[src/hw/rtl/rcms_pkg.sv]
// Shared types and constants of the region color match signature block.
// Used by every module under hw/rtl; depends on nothing.
package rcms_pkg;

  localparam int DEF_FRAME_WIDTH  = 960;
  localparam int DEF_FRAME_HEIGHT = 160;

  localparam int PIX_W     = 24;
  localparam int CHAN_W    = 8;
  localparam int SUM_W     = 10;
  localparam int SIG_W     = 16;
  localparam int CNT_W     = 18;
  localparam int CHK_W     = 13;
  localparam int CFG_W     = 10;
  localparam int CFG_IDX_W = 3;

  localparam logic [CHAN_W-1:0] CHAN_MAX  = CHAN_W'(255);
  localparam logic [SUM_W-1:0]  SUM_MAX   = SUM_W'(255 * 3);

  typedef enum logic [1:0] {
    MODE_WRITE = 2'd0,
    MODE_READ  = 2'd1,
    MODE_QUERY = 2'd2,
    MODE_NONE  = 2'd3
  } mode_t;

  typedef enum logic [CFG_IDX_W-1:0] {
    REG_MIN_RED   = 3'd0,
    REG_MAX_RED   = 3'd1,
    REG_MIN_GREEN = 3'd2,
    REG_MAX_GREEN = 3'd3,
    REG_MIN_BLUE  = 3'd4,
    REG_MAX_BLUE  = 3'd5,
    REG_MIN_SUM   = 3'd6,
    REG_MAX_SUM   = 3'd7
  } cfg_reg_t;

  typedef enum logic [2:0] {
    ST_CLEAR,
    ST_IDLE,
    ST_ADDR,
    ST_WRITE,
    ST_READ,
    ST_WALK,
    ST_DRAIN,
    ST_DONE
  } state_t;

  typedef struct packed {
    mode_t       mode;
    logic [9:0]  pos_x;
    logic [7:0]  pos_y;
    logic [9:0]  region_width;
    logic [7:0]  region_height;
    logic [7:0]  red_in;
    logic [7:0]  green_in;
    logic [7:0]  blue_in;
  } in_item_t;

  typedef struct packed {
    logic              status;
    logic [SIG_W-1:0]  signature;
    logic [CNT_W-1:0]  match_count;
    logic [CNT_W-1:0]  pixel_total;
    logic [7:0]        red_out;
    logic [7:0]        green_out;
    logic [7:0]        blue_out;
    logic [SUM_W-1:0]  channel_sum;
  } out_item_t;

  typedef struct packed {
    logic load;
    logic calc_addr;
    logic wr_item;
    logic rd_issue;
    logic walk_step;
    logic clr_step;
    logic out_load;
  } ctrl_cmd_t;

  typedef struct packed {
    mode_t in_mode;
    logic  in_inside;
    logic  in_region_ok;
    mode_t item_mode;
    logic  clr_last;
    logic  walk_last;
  } dp_stat_t;

endpackage

[src/hw/rtl/rcms_ctrl.sv]
// Controller state machine: sequences clearing, writes, reads and region walks.
// Depends on rcms_pkg for the state, command and status types.
module rcms_ctrl import rcms_pkg::*; (
  input  logic      clk,
  input  logic      rst_n,
  input  logic      in_valid,
  output logic      in_ready,
  output logic      out_valid,
  input  logic      out_ready,
  input  dp_stat_t  stat,
  output ctrl_cmd_t cmd
);

  state_t state_r, state_nxt;
  logic   out_valid_r, out_valid_nxt;

  always_ff @(posedge clk) begin
    if (!rst_n) begin
      state_r     <= ST_CLEAR;
      out_valid_r <= 1'b0;
    end else begin
      state_r     <= state_nxt;
      out_valid_r <= out_valid_nxt;
    end
  end

  always_comb begin
    state_nxt = state_r;
    cmd       = '0;
    in_ready  = 1'b0;
    unique case (state_r)
      ST_CLEAR: begin
        cmd.clr_step = 1'b1;
        if (stat.clr_last) begin
          state_nxt = ST_IDLE;
        end
      end
      ST_IDLE: begin
        in_ready = 1'b1;
        if (in_valid) begin
          cmd.load = 1'b1;
          unique case (stat.in_mode)
            MODE_WRITE: state_nxt = stat.in_inside ? ST_ADDR : ST_IDLE;
            MODE_READ:  state_nxt = stat.in_inside ? ST_ADDR : ST_DONE;
            MODE_QUERY: state_nxt = stat.in_region_ok ? ST_ADDR : ST_DONE;
            MODE_NONE:  state_nxt = ST_IDLE;
          endcase
        end
      end
      ST_ADDR: begin
        cmd.calc_addr = 1'b1;
        unique case (stat.item_mode)
          MODE_WRITE: state_nxt = ST_WRITE;
          MODE_READ:  state_nxt = ST_READ;
          MODE_QUERY: state_nxt = ST_WALK;
          MODE_NONE:  state_nxt = ST_IDLE;
        endcase
      end
      ST_WRITE: begin
        cmd.wr_item = 1'b1;
        state_nxt   = ST_IDLE;
      end
      ST_READ: begin
        cmd.rd_issue = 1'b1;
        state_nxt    = ST_DONE;
      end
      ST_WALK: begin
        cmd.walk_step = 1'b1;
        if (stat.walk_last) begin
          state_nxt = ST_DRAIN;
        end
      end
      ST_DRAIN: begin
        state_nxt = ST_DONE;
      end
      ST_DONE: begin
        if (!out_valid_r || out_ready) begin
          cmd.out_load = 1'b1;
          state_nxt    = ST_IDLE;
        end
      end
    endcase
  end

  always_comb begin
    priority if (cmd.out_load) begin
      out_valid_nxt = 1'b1;
    end else if (out_ready) begin
      out_valid_nxt = 1'b0;
    end else begin
      out_valid_nxt = out_valid_r;
    end
  end

  assign out_valid = out_valid_r;

endmodule

[config.mk]
export PLATFORM = sky130hd
export DESIGN_NAME = rcms_ctrl
export DESIGN_NICKNAME = d
export VERILOG_FILES = /design/src/hw/rtl/rcms_pkg.sv /design/src/hw/rtl/rcms_ctrl.sv
export SDC_FILE = /design/constraint.sdc
export NUM_CORES = 1
export LEC_CHECK = 0
export BUFFER_PORTS_ARGS = -buffer_cell sky130_fd_sc_hd__buf_2
export CORE_AREA = 8 8 45 47
export DETAILED_ROUTE_END_ITERATION = 10
export DIE_AREA = 0 0 53 55
export PLACE_DENSITY = 0.71
export SLEW_MARGIN = 20
export SYNTH_ARGS = -nofsm -noshare
export SYNTH_HDL_FRONTEND = slang
export SYNTH_SLANG_ARGS = --single-unit
[constraint.sdc]
create_clock -name clk -period 1.6 [get_ports clk]
set_clock_uncertainty 0.15 [all_clocks]
set_input_delay 0.32 -clock clk [delete_from_list [all_inputs] [get_ports clk]]
set_output_delay 0.32 -clock clk [all_outputs]
set_load 0.05 [all_outputs]
## Yosys cells after proc, flatten, opt, wreduce, memory -nomap -nowiden

Cells that the tools add are included.

- Flip-flop bits (word level): 4
- Input port bits: 12
- Output and inout bits: 9
- Logic and storage cells: 49

- Equal/unequal tests: 17
- Mux-type cells: 22
- Reductions and logical operators: 8

Operator list:

| operator | number |
|---|---|
| 3-bit case mux with 4 select lines | 2 |
| 3-bit case mux with 7 select lines | 1 |
| 3-bit two-way mux | 6 |
| 3-bit == test, second input constant | 4 |
| 1-bit two-way mux | 12 |
| 2-bit == test, second input constant | 4 |
| 2-bit inequality test, second input constant | 4 |
| 3-bit by 2-bit == test with 1-bit output, second input constant | 2 |
| 2-bit by 1-bit == test with 1-bit output, second input constant | 2 |
| 2-bit logical NOT | 2 |
| 4-bit AND reduction | 1 |
| 3-bit by 1-bit == test with 1-bit output, second input constant | 1 |
| 3-bit logical NOT | 1 |
| 2-bit two-way mux | 1 |
| 2-bit nonzero test | 1 |
| 2-bit OR reduction | 1 |
| 1-bit logical NOT | 1 |
| 1-bit logical OR | 1 |

## Longest topological paths before layout

- Depth after elaboration: 5
- Depth in mapped cells: 6
- Mapped depth without buffers: 6

## Least setup slack after synthesis

Ideal clock, no wire load.

- Kind: flip-flop to output port
- From: register state_r[2]
- To: output cmd[3] (netlist bit)
- Data arrival time: 1851 ps
- Required time: 1130 ps
- Path slack: -721 ps
- Cell stages (with the launch flop): 3
- Path buffers: 1
- Path through: dfxtp_1 clkbuf_1 nor3b_1

RTL lines:

| what | RTL line | source |
|---|---|---|
| start: declaration | rcms_ctrl.sv:14 | `state_t state_r, state_nxt;` |
| start signal: assignment | rcms_ctrl.sv:22 | `state_r <= state_nxt;` |
| end: declaration | rcms_ctrl.sv:11 | `output ctrl_cmd_t cmd` |

==> impl_metrics.tcl <==
set metrics [dict create \
    slew_headroom_pct 81.4 \
    cp_slowest_cell "dfxtp_4" \
    routabilityCongestion 0.778 \
    synth_flop_cell "dfxtp_1" \
    die_y_um 55 \
    avgSynthCellArea_um2 8.18 \
    critPathRequiredTime_ps 1130 \
    firstDrtPassIters 4 \
    fill_cells 133 \
    syn_inst 58 \
    worstPathMaxFanout 9 \
    p_leak_uw 0.000365 \
    period_needed_ps 1600 \
    clk_pin_slew_ps 40 \
    synth_largest_area_cell "dfxtp_1" \
    rrSetupSlack_ps 110 \
    syn_nets 76 \
    clk_path_buf_depth 2 \
    htree_num_levels 1 \
    port-buffer-count 20 \
    seq_area_um2 91.3 \
    totalWireLength_mm 1.27 \
    worstPathCellList "buf_4 -> nor3b_4 -> buf_6" \
    min_path_cells 3 \
    path_delay_family "flip-flops" \
    max_cap_viol_count 0 \
    multi_input_area_um2 402 \
    clock_sinks 4 \
    hpwlAfterDp_um 988 \
    synth_common_cells "ha_1, dfxtp_1, inv_1, nand2b_1, nand3_1" \
    worstMarginPinSlew_ps 275 \
    synth_seq_area_share_pct 16.9 \
    fmax_mhz 623 \
    rows 14 \
    fin_area_um2 802 \
    synth_edf_count 0 \
    viasPerCell 4.95 \
    grt_pass1_wl_mm 2.08 \
    drive_above_1_share_pct 52.9 \
    ir_drop_uv 287 \
    finalHoldViolations 0 \
    critPathKind "register to output port" \
    drc_errors 0 \
    async_flop_share_pct 0 \
    status "complete, but fails checks" \
    grt_max_degree 10 \
    grt_setup_unrepaired "yes" \
    muxShareOfSynthArea_pct 2.11 \
    worstReg2RegEnd "state_r[1]" \
    synthAdderAreaFrac_pct 15.8 \
    grt_overflow_total 0 \
    clock_latency_ps 240 \
    setup_ws_ps -4.86 \
    diodes 0 \
    synth_compound_gate_area_share_pct 22.7 \
    pin_count 21 \
    synth.distinct_cells 31 \
    r2r_start "state_r[0]" \
    holdPathEnd "state_r[0]" \
    startpoint_type "register" \
    start_util_pct 34.3 \
    synth_area_leaders "dfxtp_1, ha_1, a2111oi_4, nand2b_1, nor3b_1" \
    core-area_um2 1380 \
    setup_viol 3 \
    placed_area_um2 677 \
    antenna_found_initial 0 \
    hold_class "input pin to register" \
    synthXorXnorAreaFrac_pct 0 \
    grt_usage_pct 9.19 \
    drtAntennaViolNets 0 \
    yosys.area_share.simple_pct 32.2 \
    max_stage_delay_ps 370 \
    min_period_over_period_pct 100 \
    crit_start "state_r[1]" \
    wl_per_cell_um 12.4 \
    ys_warn_count 0 \
    grt_pass1_vias 501 \
    synth_top_area_share_pct 16.9 \
    hold_path_startpoint "rst_n" \
    post-place-ws_ps 26.0 \
    synth_top_family_by_area "simple AND/OR/NAND/NOR gates" \
    via_count 510 \
    slew_viol_final 0 \
    crit_arrival_ps 1130 \
    die_area_um2 2920 \
    synthMostInstantiatedCell "ha_1" \
    cts.root.buffer_cell "clkbuf_4" \
    r2r_cells 5 \
    netlist_area_um2 474 \
    violations "setup timing" \
    numCtsBuffers 3 \
    endpoint_kind "output port" \
    fin_nets 107 \
    syn_to_final_growth_pct 69.1 \
    tritoncts "yes" \
    path_buf_inv 2 \
    ys_ff_latch 4 \
    drtIter0Drc 8 \
    power_density_nw_per_um2 510 \
    die_x_um 53 \
]
-- final cells by class --
cell class	instances	area share (%)
inverters	5	3.28
repair buffers	30	30.0
flip-flops and latches	4	11.4
clock buffers	3	2.81
multi-input cells	45	50.1
well taps	16	2.50
-- kinds of logic after synthesis --
group	count (synthesis)
buffers and inverters	9
and+or+nand+nor	26
AOI/OAI and AO/OA	12
muxes	1
adders and majority gates	6
DFF	4
-- worst min-delay path: cells and delay by family --
kind | cells | cell delay (ps)
buffers and inverters | 1 | 120
AOI/OAI and AO/OA | 2 | 100
-- sequential cells by signal (all words and copies together) (netlist names) --
register   count
state_r        3
out_valid      1
-- routing by layer --
metal / vias up / wire length (um) / part of all wire (%) / global-route usage (%)
li1: 263 / - / - / -
met1: 229 / 485 / 38 / 9.45
met2: 16 / 678 / 53 / 17.8
met3: 2 / 85 / 6.7 / 0
met4: 0 / 24 / 1.9 / 6.47
met5: - / 0 / 0 / 0
-- how the worst max path moves through the flow --
| stage | end | slack, ps | cells after the start |
|---|---|---|---|
| 6_report | cmd[3] | -5 | 3 |
| 5_1_grt | cmd[6] | -60 | 3 |
| 4_1_cts | cmd[4] | -20 | 4 |
| 3_5_place_dp | state_r[2] | 30 | 7 |
| 3_3_place_gp | state_r[2] | 70 | 7 |
| 2_1_floorplan | cmd[6] | -270 | 4 |
-- where the power goes --
part | internal, uW | switching [uW]
clock network | 84.2 | 46.3
registers | 101 | 9.56
logic | 80.7 | 87.0
-- placed cells by master (no fill, tap or decap), types with 2 or more instances in the layout --
master / instances
a21oi_1: 2
buf_4: 8
buf_6: 8
a211o_1: 2
nor3b_4: 3
nor3_4: 2
clkbuf_4: 3
nor2b_1: 3
nor2_1: 2
dfxtp_4: 3
nand2b_1: 4
ha_1: 6
nand2_1: 3
buf_8: 2
nand3_1: 4
inv_1: 4
buf_2: 12
-- through the flow --
stage / setup TNS, ps / hold WS (ps) / util (%) / instances / power (uW)
finish: -11.6 / 186 / 58.0 / 103 / 409
floorplan: -360 / 285 / - / 58 / 219
global route: -246 / 204 / 58.0 / 103 / 430
global placement: 0 / 390 / 48.9 / 97 / 252
CTS: -48.3 / 186 / 56.9 / 102 / 406
detailed placement: 0 / 399 / 48.9 / 97 / 254
-- what timing repair did --
action	in CTS	in global routing
setup buffers	2	1
hold buffers	0	0
endpoints found under the setup margin	8	7
gates resized for setup	23	2
pin swaps	3	2
(Power assumes the default switching activity.)
